`src/hdl/toic_pkg.sv`:
```
// shared types, constants and register codes for the third-order iir compensator
package toic_pkg;

  localparam int SAMPLE_W = 16;
  localparam int ERR_W    = SAMPLE_W + 1;
  localparam int COEF_W   = 32;
  localparam int DRIVE_W  = 32;
  localparam int CFG_IDX_W = 3;

  // feed-forward product and shifted feedback product widths
  localparam int FF_PROD_W = COEF_W + ERR_W;
  localparam int FB_PROD_W = COEF_W + DRIVE_W;
  localparam int FB_SHIFT  = 16;
  localparam int FB_TERM_W = FB_PROD_W - FB_SHIFT;
  // seven terms, each below 2^47 in magnitude, sum below 2^50
  localparam int ACC_W     = 52;
  localparam int RND_SHIFT = 8;
  localparam int RND_W     = ACC_W - RND_SHIFT;

  localparam int UPPER_LIMIT = 32767;
  localparam int LOWER_LIMIT = -32768;

  typedef logic signed [SAMPLE_W-1:0]  sample_t;
  typedef logic signed [ERR_W-1:0]     err_t;
  typedef logic signed [COEF_W-1:0]    coef_t;
  typedef logic signed [DRIVE_W-1:0]   drive_t;
  typedef logic signed [ACC_W-1:0]     acc_t;
  typedef logic signed [RND_W-1:0]     rnd_t;
  typedef logic        [CFG_IDX_W-1:0] cfg_idx_t;

  localparam drive_t DRIVE_HI = drive_t'(UPPER_LIMIT * 65536);
  localparam drive_t DRIVE_LO = drive_t'(LOWER_LIMIT * 65536);
  localparam acc_t   RND_HALF = acc_t'(128);

  // register indexes
  localparam cfg_idx_t CFG_FF_GAIN_0 = 3'd0;
  localparam cfg_idx_t CFG_FF_GAIN_1 = 3'd1;
  localparam cfg_idx_t CFG_FF_GAIN_2 = 3'd2;
  localparam cfg_idx_t CFG_FF_GAIN_3 = 3'd3;
  localparam cfg_idx_t CFG_FB_GAIN_1 = 3'd4;
  localparam cfg_idx_t CFG_FB_GAIN_2 = 3'd5;
  localparam cfg_idx_t CFG_FB_GAIN_3 = 3'd6;

  typedef struct packed {
    coef_t ff0;
    coef_t ff1;
    coef_t ff2;
    coef_t ff3;
    coef_t fb1;
    coef_t fb2;
    coef_t fb3;
  } gains_t;

  // past errors and outputs, one to three samples back
  typedef struct packed {
    err_t   e1;
    err_t   e2;
    err_t   e3;
    drive_t y1;
    drive_t y2;
    drive_t y3;
  } hist_t;

endpackage

```
`src/hdl/toic_ifs.sv`:
```


interface toic_cfg_if;
  logic               valid;
  logic               ready;
  toic_pkg::cfg_idx_t index;
  toic_pkg::coef_t    data;
  modport source (output valid, output index, output data, input ready);
  modport sink (input valid, input index, input data, output ready);
endinterface

```
`src/hdl/toic_cfg_regs.sv`:
```
// coefficient register file written through the configuration channel
module toic_cfg_regs (
  input  logic             clk,
  input  logic             rst,
  toic_cfg_if.sink         cfg,
  output toic_pkg::gains_t gains
);

  assign cfg.ready = 1'b1;

  always_ff @(posedge clk) begin
    if (rst) begin
      gains <= '0;
    end else if (cfg.valid && cfg.ready) begin
      unique case (cfg.index)
        toic_pkg::CFG_FF_GAIN_0: gains.ff0 <= cfg.data;
        toic_pkg::CFG_FF_GAIN_1: gains.ff1 <= cfg.data;
        toic_pkg::CFG_FF_GAIN_2: gains.ff2 <= cfg.data;
        toic_pkg::CFG_FF_GAIN_3: gains.ff3 <= cfg.data;
        toic_pkg::CFG_FB_GAIN_1: gains.fb1 <= cfg.data;
        toic_pkg::CFG_FB_GAIN_2: gains.fb2 <= cfg.data;
        toic_pkg::CFG_FB_GAIN_3: gains.fb3 <= cfg.data;
        default: ;  // unused index, write dropped
      endcase
    end
  end

endmodule

```
`src/flat_wrapper.sv`:
```
// flat-port wrapper written by rule: the top's interface ports become plain ports
module toic_cfg_regs_flat 
  (clk, rst, gains, cfg_valid, cfg_index, cfg_data, cfg_ready);
  toic_cfg_if cfg_i ();
  input  logic clk;
  input  logic rst;
  output toic_pkg::gains_t gains;
  input wire logic [$bits(cfg_i.valid)-1:0] cfg_valid;
  input wire logic [$bits(cfg_i.index)-1:0] cfg_index;
  input wire logic [$bits(cfg_i.data)-1:0] cfg_data;
  output wire logic [$bits(cfg_i.ready)-1:0] cfg_ready;
  assign cfg_i.valid = cfg_valid;
  assign cfg_i.index = cfg_index;
  assign cfg_i.data = cfg_data;
  assign cfg_ready = cfg_i.ready;
  toic_cfg_regs u_core (.clk(clk), .rst(rst), .cfg(cfg_i), .gains(gains));
endmodule
```
`config.mk`:
```
export PLATFORM = sky130hd
export DESIGN_NAME = toic_cfg_regs_flat
export DESIGN_NICKNAME = d
export VERILOG_FILES = /design/src/hdl/toic_pkg.sv /design/src/hdl/toic_ifs.sv /design/src/hdl/toic_cfg_regs.sv /design/src/flat_wrapper.sv
export SDC_FILE = /design/constraint.sdc
export NUM_CORES = 1
export LEC_CHECK = 0
export BUFFER_PORTS_ARGS = -buffer_cell sky130_fd_sc_hd__buf_2
export CELL_PAD_IN_SITES_DETAIL_PLACEMENT = 2
export CELL_PAD_IN_SITES_GLOBAL_PLACEMENT = 2
export CORE_MARGIN = 2
export CORE_UTILIZATION = 33
export CTS_BUF_LIST = sky130_fd_sc_hd__clkbuf_8
export DETAILED_ROUTE_END_ITERATION = 10
export PLACE_DENSITY = 0.78
export SETUP_SLACK_MARGIN = 0.05
export SLEW_MARGIN = 20
export SYNTH_ARGS = -nofsm -noshare
export SYNTH_HDL_FRONTEND = slang
export SYNTH_SLANG_ARGS = --single-unit
```
`constraint.sdc`:
```
create_clock -name clk -period 1.7 [get_ports clk]
set_clock_uncertainty 0.15 [all_clocks]
set_input_delay 0.085 -clock clk [delete_from_list [all_inputs] [get_ports clk]]
set_output_delay 0.085 -clock clk [all_outputs]
set_load 0.03 [all_outputs]
```
Word level (Yosys, flattened, before mapping)
Cells that the tools add are included.
- bits in registers: 224
- logic and storage cells: 21
- bits of input ports: 38
- output and inout port bits: 225
- reductions and logical operators: 8
- eq/ne operators: 6
- operators with widths (kind ; number):
    AND reduction 2 bit ; 7
    equality test 3 bit, second input constant ; 3
    equality test 3 x 2 -> 1 bit, second input constant ; 2
    equality test 3 x 1 -> 1 bit, second input constant ; 1
    zero test 3 bit ; 1

Longest topological paths before layout
Gate-level depths: netlist of run 1.
- depth after elaboration: 2
- mapped depth: 5
- depth with buffers taken out: 2

Least setup slack after synthesis of run 1
No wires, ideal clock.
- kind: in2reg
- start: input port cfg_index[0]
- end: register, netlist name u_core.gains[213]
- setup slack: 275 ps
- data required time: 1478 ps
- buffers on the path: 2
- arrival: 1204 ps
- stages on the path: 4
- library setup time: 72 ps
- cells stage by stage: buf_2 -> nor4b_2 -> buf_6 -> mux2i_1
- cells in the longest elaborated chain, start to end: 2
- RTL lines (item ; RTL line ; text):
    start, declared ; flat_wrapper.sv:9 ; input wire logic [$bits(cfg_i.index)-1:0] cfg_index;
    zero test 3 bit ; toic_cfg_regs.sv:15 ; unique case (cfg.index)
    AND reduction 2 bit (no source line) ; n/a ;
No other way between the ends.
A chain may end at the register's enable or synchronous reset.

Worst setup path in the final report of run 1
- start: input port cfg_index[2]
- end: register, netlist name u_core.gains[199]
- cells in the longest elaborated chain, start to end: 2
- RTL lines (item ; RTL line):
    zero test 3 bit ; toic_cfg_regs.sv:15
    AND reduction 2 bit (no source line) ; n/a
No other way between the ends.

==> impl_metrics.csv, run 1 <==
group,metric,value,unit
route,drcViolationCount,0,
critical_path,r2r_slack,0.83,ns
critical_path,slowest_stage,"or4b_4",
final_layout,final_layout_size_suffix_gt1_share,30.7,%
timing,min_period,1.53,ns
timing,rsz0062_at_grt,"no",
route,via_per_inst,4.72,
clock_tree,holdBufCountCts,34,
global_route,grt_pass1_wl,45100,um
global_route,track_usage,20.7,%
route,routed_wl,29300,um
pwr,leakage,6.21,nW
synth,syn_area_per_cell,11.3,um2
pwr,power_density,970,mW/mm2
clock_tree,cts_root_buffer,"clkbuf_8",
clock_tree,clkSinkCount,224,
timing,worst_slack,0.173,ns
hold_path,min_from,"cfg_data[29]",
floorplan,die_h,167,um
job,drv_cap,0,
critical_path,worstSetupEndpointType,"flop",
timing,maxSlewViolCount,0,
floorplan,rows,59,
global_route,grt_max_degree,74,
timing,tns,0,ns
critical_path,r2r-end,"u_core.gains[132]",
floorplan,core-area,0.0260,mm2
final_layout,top_register,"u_core.gains",
run_status,outcome,"complete, but fails checks",
critical_path,critPathTopFamily,"buffers and inverters",
synth,netlist_instances,771,
synth,syn_area,0.00872,mm2
route,drt.antenna.violating_nets,0,
placement,io_buffers,261,
hold_path,whs_endpoint,"u_core.gains[93]",
placement,hpwl,19200,um
floorplan,start_util,33.5,%
timing,timing.final.hold_violations,5,
placement,place_congestion,0.735,
critical_path,path_max_fanout,18,
route,drtIter0Drc,265,
clock_tree,htree_levels,2,
clock_tree,clk_latency,0.51,ns
critical_path,arrival,1.76,ns
critical_path,max_stage_delay,0.71,ns
global_route,antenna_found_initial,1,
floorplan,io_pins,263,
route,wl_met1,12700,um
final_layout,area_growth,32.6,%
pwr,power,11.2,mW
timing,post-route-period-util,89.8,%
pwr,vdd_drop_max,0.429,mV
timing,whs,-0.0384,ns
critical_path,crit_required,1.93,ns
hold_path,hold_class,"primary input to flop",
critical_path,r2r_start,"u_core.gains[132]",
route,wl_per_cell,20.5,um
placement,placement.setup.worst_slack,0.206,ns
synth,ys_types,14,
clock_tree,cts.repair.resized,0,
floorplan,die_area,0.0277,mm2
run_status,violations,"negative hold slack",
route,wl_met2,14300,um
synth,ys_warn_count,0,
synth,synth_nets,809,
timing,setup_viol,0,
clock_tree,cts_tree,"done",
critical_path,r2r_cells,2,
floorplan,die_x,167,um
synth,synth-seq-cells,224,
clock_tree,cts_buffers,40,
final_layout,largest_reg_flops,224,
critical_path,path_class,"primary input to flop",
critical_path,critPathLaunchType,"primary input",
critical_path,worstPathCellList,"dlygate4sd3_1 -> buf_2 -> or4b_4 -> mux2i_1",
route,top_layer,"met4",
timing,max_freq,655,MHz
clock_tree,cts.clk_slew.worst_paths,0.06,ns
route,wl_met3,1320,um
clock_tree,postCtsSetupBuffers,0,
route,first_pass_iters,4,
synth,ys_seq_area_share,51.4,%
hold_path,min_delay_path_depth,3,
global_route,grt_overflow,0,
critical_path,crit_buf_inv,2,
route,via_count,6741,
clock_tree,clk_path_buf_depth,3,
final_layout,fin_nets,1110,
final_layout,largestRegisters,"u_core.gains (224)",
final_layout,fill_cells,2772,
global_route,grt_pass1_vias,7431,
power by group:
part / leakage [nW] / internal, mW / switching (mW)
Sequential: 1.81 / 5.37 / 0.0628
Clock: 0.418 / 2.57 / 2.12
Combinational: 3.98 / 0.418 / 0.660
synthesized netlist by cell type:
cell	number	area [um2]
dfxtp_1	224	4480
or4b_4	1	13.8
mux2i_1	224	2240
nand4b_1	3	26.3
buf_4	2	15.0
buf_12	1	20.0
nor4bb_1	1	10.0
clkbuf_1	30	113
nand4bb_1	3	33.8
nor4b_2	1	15.0
buf_2	21	105
buf_6	3	33.8
conb_1	1	3.75
nand2b_1	256	1600
cell type report:
class / instances / area, um2 / share of cell area (%)
diodes: 1 / 2.50 / 0.0217
clock buffers: 46 / 633 / 5.48
clock inverters: 15 / 83.8 / 0.725
multi-input cells: 490 / 4000 / 34.6
flip-flops and latches: 224 / 4480 / 38.8
well taps: 335 / 419 / 3.63
repair buffers: 316 / 1930 / 16.7
worst register-to-register path: stages (launching register included):
cell and delay (ns):
dfxtp_1 0.33, nand2b_1 0.10, mux2i_1 0.20
routing by layer:
metal  GRT usage (%)  vias up
met3            3.90       70
met1            25.4     3331
met4            8.17        0
li1                -     3142
met2            35.9      198
met5               0        -
cell usage in the layout, fill, tap and decap left out:
master	netlist	routed
buf_12	1	10
buf_2	21	260
buf_4	2	12
bufinv_16	0	1
clkbuf_8	0	46
clkinv_2	0	1
conb_1	1	1
dfxtp_1	224	224
diode_2	0	1
dlygate4sd3_1	0	34
inv_1	0	13
mux2i_1	224	224
nand2b_1	256	256
nand4b_1	3	3
nand4bb_1	3	1
nand4bb_4	0	2
nor4b_4	0	1
nor4bb_4	0	1
or4b_4	1	1
stage by stage:
step / instances / util [%] / hold slack, ns / cell area, um2
finish: 1427 / 44.5 / -0.0384 / 11600
global route: 1427 / 44.5 / 0.00381 / 11600
CTS: 1426 / 44.5 / 0.00400 / 11600
detailed placement: 1331 / 40.4 / 0.313 / 10500
global placement: 1331 / 40.4 / 0.305 / 10500
floorplan: 771 / - / 0.209 / 8720
cells by family (layout without fill, tap and decap cells):
| group | Yosys count | in the layout | share of synthesized area, % |
|---|---|---|---|
| other cells | 1 | 2 | 0.0430 |
| flops | 224 | 224 | 51.4 |
| buf+inv | 57 | 377 | 3.29 |
| simple gates | 265 | 265 | 19.5 |
| mux | 224 | 224 | 25.7 |
worst max path at each step:
stage / end / cells past startpoint / startpoint
3_5_place_dp: u_core.gains[198] / 3 / cfg_index[0]
4_1_cts: u_core.gains[201] / 4 / cfg_index[0]
3_3_place_gp: u_core.gains[192] / 3 / cfg_index[0]
2_1_floorplan: u_core.gains[213] / 4 / cfg_index[0]
5_1_grt: u_core.gains[201] / 4 / cfg_index[2]
6_report: u_core.gains[199] / 4 / cfg_index[2]
(Power assumes the default switching activity.)
==> run 2: changes to the inputs <==
RECOVER_POWER = 50   (was not set)
==> run 2 against run 1 <==
Net effect:
- critical path depth up 1
- flip-flop and latch count unchanged
- wire length grew 0.48%
- worst setup slack got worse by 0.035 ns
- die area did not move
- global-route usage unchanged
- sequential share of layout area up 0.92 points
- combinational power is essentially flat
- the flow still finishes with violations (negative hold slack)
- non-clock buffer count did not move
- cell count stayed put
- worst hold slack got worse by 0.0057 ns
==> impl_metrics.csv, run 2 (synthesis results as in run 1) <==
group,metric,value,unit
critical_path,crit_required,1.98,ns
timing,whs,-0.0441,ns
clock_tree,cts_tree,"done",
placement,io_buffers,261,
critical_path,crit_buf_inv,3,
final_layout,multiInputGateArea,0.00400,mm2
timing,setup_viol,0,
critical_path,path_class,"primary input to flop",
placement,place_congestion,0.735,
timing,tightest_slew,0.669,ns
critical_path,r2r_start,"u_core.gains[132]",
timing,min_period,1.56,ns
route,routed_wl,29400,um
floorplan,die_h,167,um
clock_tree,cts_root_buffer,"clkbuf_8",
run_status,violations,"negative hold slack",
critical_path,worstSetupEndpointType,"flop",
global_route,track_usage,20.7,%
global_route,grt_pass1_wl,45100,um
route,via_count,6752,
pwr,power,11.2,mW
timing,post-route-period-util,91.8,%
critical_path,path_max_fanout,14,
route,wl_per_cell,20.6,um
hold_path,hold_class,"primary input to flop",
floorplan,core-area,0.0260,mm2
clock_tree,postCtsSetupBuffers,0,
placement,dp.cells,1331,
hold_path,whs_endpoint,"u_core.gains[93]",
placement,placement.setup.worst_slack,0.206,ns
final_layout,stdcell_count,1427,
final_layout,largest_reg_flops,224,
timing,timing.final.hold_violations,6,
global_route,grt_max_degree,74,
route,drtIter0Drc,251,
final_layout,final_layout_size_suffix_gt1_share,14.5,%
floorplan,die_area,0.0277,mm2
final_layout,top_register,"u_core.gains",
clock_tree,clk_latency,0.51,ns
final_layout,layout_common_cells,"nand2b_1 (256), mux2i_1 (224), dfxtp_1 (224)",
final_layout,utilization,43.5,%
clock_tree,htree_levels,2,
critical_path,r2r_slack,0.83,ns
final_layout,fin_nets,1110,
timing,maxSlewViolCount,0,
global_route,grt_overflow,0,
global_route,antenna_found_initial,1,
clock_tree,cts.clk_slew.worst_paths,0.06,ns
pwr,power_density,991,mW/mm2
critical_path,arrival,1.84,ns
final_layout,largestRegisters,"u_core.gains (224)",
critical_path,worstPathCellList,"dlygate4sd3_1 -> buf_2 -> nor4b_4 -> clkbuf_2 -> mux2i_1",
timing,rsz0062_at_grt,"no",
critical_path,r2r-end,"u_core.gains[132]",
critical_path,slowest_stage,"dlygate4sd3_1",
hold_path,min_from,"cfg_data[29]",
global_route,grt_pass1_vias,7431,
floorplan,die_x,167,um
route,drcViolationCount,0,
clock_tree,clk_path_buf_depth,3,
timing,tns,0,ns
run_status,outcome,"complete, but fails checks",
critical_path,max_stage_delay,0.53,ns
final_layout,area_growth,29.5,%
pwr,leakage,5.43,nW
critical_path,r2r_cells,2,
route,drt.antenna.violating_nets,0,
final_layout,fill_cells,2872,
clock_tree,clkSinkCount,224,
floorplan,rows,59,
floorplan,start_util,33.5,%
final_layout,regArea,0.00448,mm2
route,first_pass_iters,4,
clock_tree,cts_buffers,40,
critical_path,critPathTopFamily,"buffers and inverters",
timing,max_freq,641,MHz
pwr,vdd_drop_max,0.443,mV
route,via_per_inst,4.73,
final_layout,final_common_cell,"nand2b_1",
job,drv_cap,0,
hold_path,min_delay_path_depth,3,
timing,slew_headroom,55.4,%
timing,worst_slack,0.139,ns
critical_path,critPathLaunchType,"primary input",
floorplan,io_pins,263,
placement,hpwl,19200,um
==> run 2: cell count changes in the layout (fill, tap and decap cells not counted), sizes merged <==
cell and delta:
clkbuf +181, buf -181
==> run 2: layout make-up <==
cell class | instances | area share [%]
clock buffer | 46 | 5.61
antenna | 1 | 0.0222
clock inverter | 15 | 0.742
multi-input combinational | 490 | 35.5
sequential | 224 | 39.7
tap | 335 | 3.71
timing repair buffer | 316 | 14.7
==> run 2: worst register-to-register path, delay by kind of cell, from the launching register on <==
family	cells	cell delay, ns
flip-flops	1	0.33
AND/OR/NAND/NOR	1	0.10
multiplexers	1	0.20
==> run 2: metal layers <==
layer  part of all wire (%)  global-route usage, %  wire length (um)  vias to the layer above
li1                       -                      -                 -                     3140
met1                     43                   25.4             12700                     3344
met2                     49                   35.9             14400                      198
met3                    4.6                   3.90              1360                       70
met4                    3.4                   8.17              1010                        0
met5                      0                      0                 0                        -
==> run 2: worst max-delay path by stage <==
stage | cells past startpoint | slack, ns | startpoint | endpoint
finish | 5 | 0.14 | cfg_index[0] | u_core.gains[217]
global route | 5 | 0.08 | cfg_index[2] | u_core.gains[189]
CTS | 4 | 0.21 | cfg_index[0] | u_core.gains[201]
detailed placement | 3 | 0.21 | cfg_index[0] | u_core.gains[198]
global placement | 3 | 0.23 | cfg_index[0] | u_core.gains[192]
floorplan | 4 | 0.27 | cfg_index[0] | u_core.gains[213]
==> run 2: power breakdown <==
group	switching, mW	leakage (nW)	internal (mW)
Sequential	0.0656	1.81	5.37
Clock	2.13	0.418	2.57
Combinational	0.661	3.20	0.387
==> run 2: what timing repair did <==
item                      CTS  global route
resized for setup           0             0
hold buffers               34             0
hold endpoints to repair  215             0
==> run 2: metrics by stage <==
stage	cell area, um2	hold slack (ns)
final	11300	-0.0441
after global routing	11300	0.00381
after CTS	11600	0.00400
after detailed placement	10500	0.313
after global placement	10500	0.305
after floorplan	8720	0.209
==> run 3: changes to the inputs <==
ABC_AREA = 1   (was not set)
CORE_UTILIZATION = 28   (was 33)
==> run 3 against run 2 <==
Net effect:
- the flow now finishes without violations
- cell count up 39%
- sequential share of layout area down 2.0 points
- non-clock buffer count up 15
- clock power up 18%
- count of clock-buffer cells in the layout up 15
- die area up 18%
- flip-flop and latch count unchanged
- power up 14%
- synthesized cell count up 64%
- global-route usage up 2.4 points
- largest power group unchanged
- highest routed layer unchanged
==> impl_metrics.csv, run 3 <==
group,metric,value,unit
route,drt.antenna.violating_nets,0,
timing,min_period,1.57,ns
final_layout,top_register,"u_core.gains",
final_layout,final_layout_size_suffix_gt1_share,22.8,%
final_layout,largestRegisters,"u_core.gains (224)",
synth,ys_types,13,
synth,synthTopCellsByArea,"dfxtp_1 (51%), nor2_1 (20%), nand3_1 (13%)",
critical_path,r2r_start,"u_core.gains[191]",
global_route,grt_max_degree,87,
synth,synthFlopType,"dfxtp_1",
clock_tree,cts_buffers,42,
global_route,grt_pass1_wl,59900,um
timing,timing.final.hold_violations,0,
critical_path,r2r_cells,2,
synth,netlist.area_leader.share,51.2,%
critical_path,worstSetupEndpointType,"flop",
synth,syn_area_per_cell,6.91,um2
synth,ys_top_cells_by_count,"nor2_1 (457), nand2_1 (230), dfxtp_1 (224), nand3_1 (224), buf_2 (55)",
critical_path,crit_required,2.03,ns
synth,synth-seq-cells,224,
synth,synth_nets,1306,
synth,syn_area,0.00876,mm2
hold_path,min_delay_path_depth,6,
global_route,grt_overflow,0,
synth,synth_top_area_cell,"dfxtp_1",
final_layout,largest_reg_flops,224,
clock_tree,cts_tree,"done",
timing,rsz0062_at_grt,"no",
critical_path,path_max_fanout,28,
critical_path,r2r-end,"u_core.gains[191]",
placement,hpwl,25200,um
hold_path,hold_class,"primary input to flop",
final_layout,final_common_cell,"nor2_1",
timing,whs,0.0389,ns
pwr,leakage,5.78,nW
floorplan,die_x,181,um
critical_path,max_stage_delay,0.57,ns
route,first_pass_iters,4,
clock_tree,cts.clk_slew.worst_paths,0.06,ns
synth,ys_seq_area_share,51.2,%
global_route,antenna_found_initial,0,
critical_path,path_class,"primary input to flop",
floorplan,core-area,0.0307,mm2
critical_path,cp_common_cell,"clkbuf_1",
synth,synth_edf_count,0,
run_status,outcome,"finished, final reports clean",
final_layout,antenna_cells,0,
floorplan,rows,64,
clock_tree,htree_levels,2,
timing,slew_headroom,54.7,%
clock_tree,clk_latency,0.54,ns
clock_tree,clkSinkCount,224,
pwr,power_density,1080,mW/mm2
route,wl_per_cell,19.2,um
clock_tree,cts_root_buffer,"clkbuf_8",
floorplan,die_area,0.0327,mm2
floorplan,die_h,181,um
route,via_count,9570,
synth,synthArstFlopShare,0,%
critical_path,worstPathCellList,"dlygate4sd3_1 -> clkbuf_1 -> inv_6 -> clkbuf_1 -> nand2_1 -> nor2_1",
critical_path,cp-startpoint,"rst",
placement,io_buffers,261,
global_route,grt_pass1_vias,10500,
timing,setup_viol,0,
final_layout,fin_nets,1590,
floorplan,start_util,28.6,%
final_layout,fill_cells,3682,
timing,tns,0,ns
timing,tightest_slew,0.679,ns
clock_tree,postCtsSetupBuffers,0,
job,drv_cap,0,
hold_path,whs_endpoint,"u_core.gains[156]",
clock_tree,clk_path_buf_depth,3,
synth,synth.most_common_cell,"nor2_1",
critical_path,slowest_stage,"clkbuf_1",
floorplan,io_pins,263,
timing,post-route-period-util,92.3,%
global_route,track_usage,23.1,%
final_layout,area_growth,35.8,%
critical_path,arrival,1.90,ns
route,via_per_inst,4.84,
timing,maxSlewViolCount,0,
hold_path,min_from,"cfg_index[2]",
synth,netlist_instances,1268,
route,drtIter0Drc,363,
critical_path,r2r_slack,0.84,ns
critical_path,critPathLaunchType,"primary input",
placement,place_congestion,0.756,
timing,max_freq,637,MHz
final_layout,layout_common_cells,"nor2_1 (448), buf_2 (251), nand2_1 (230)",
route,routed_wl,37900,um
synth,ys_warn_count,0,
pwr,vdd_drop_max,0.386,mV
route,drcViolationCount,0,
run 3: cell types whose count changed in the layout (fill, tap and decap cells not counted), sizes merged, moves of 2 or more:
cell / delta
nand4bb: -3
nand3: +224
nand2: +230
inv: +36
clkbuf: -152
nand2b: -256
buf: +181
nand4b: -3
mux2i: -224
nor2: +459
clkinv: +2
run 3: cell families after synthesis:
group,synth area share (%)
other,0.0428
AND/OR/NAND/NOR,42.4
buffers and inverters,6.40
flip-flops,51.2
run 3: worst max path at each step:
stage                                   end  slack [ns]  depth (start not counted)
after CTS                 u_core.gains[167]        0.23                          7
after detailed placement  u_core.gains[187]        0.25                          7
final                     u_core.gains[194]        0.13                          6
after global routing      u_core.gains[162]        0.06                          6
after floorplan           u_core.gains[203]        0.59                          7
after global placement    u_core.gains[183]        0.33                          7
run 3: layout make-up:
type	instances	area, um2	share of cell area (%)
clock buffers	61	840	7.06
clock inverters	14	58.8	0.494
inverters	39	153	1.28
multi-input cells	914	3790	31.9
flip-flops and latches	224	4480	37.7
well taps	396	495	4.16
repair buffers	331	2070	17.4
run 3: layer usage:
| metal | GRT usage, % | share of wire, % | vias up |
|---|---|---|---|
| met1 | 27.5 | 42 | 4755 |
| met3 | 5.50 | 6.2 | 49 |
| met5 | 0 | 0 | - |
| met4 | 6.68 | 2.1 | 0 |
| li1 | - | - | 4513 |
| met2 | 41.1 | 50 | 253 |
run 3: through the flow:
stage                     utilization, %  setup slack (ns)  cell area [um2]  instances  power, mW
after floorplan                        -             0.590             8760       1268       6.68
after CTS                           38.9             0.230            11900       1979       13.0
final                               38.8             0.130            11900       1979       12.8
after global placement              34.8             0.328            10700       1869       7.27
after global routing                38.8            0.0551            11900       1979       13.3
after detailed placement            34.8             0.249            10700       1869       7.33
run 3: what timing repair did:
action,CTS,global route
hold endpoints to repair,222,0
hold buffers,35,0
gates resized for setup,0,0
endpoints found under the setup margin,0,0
run 3: critical path, delay by kind of cell:
kind / cells / cell delay [ns]
AND/OR/NAND/NOR: 2 / 0.29
buffers and inverters: 4 / 1.51
run 3: power breakdown:
group          internal [mW]  leakage, nW  switching (mW)  total [mW]
registers               5.44         1.82           0.114        5.55
logic                  0.493         3.45            1.22        1.71
clock network           3.15        0.505            2.38        5.53
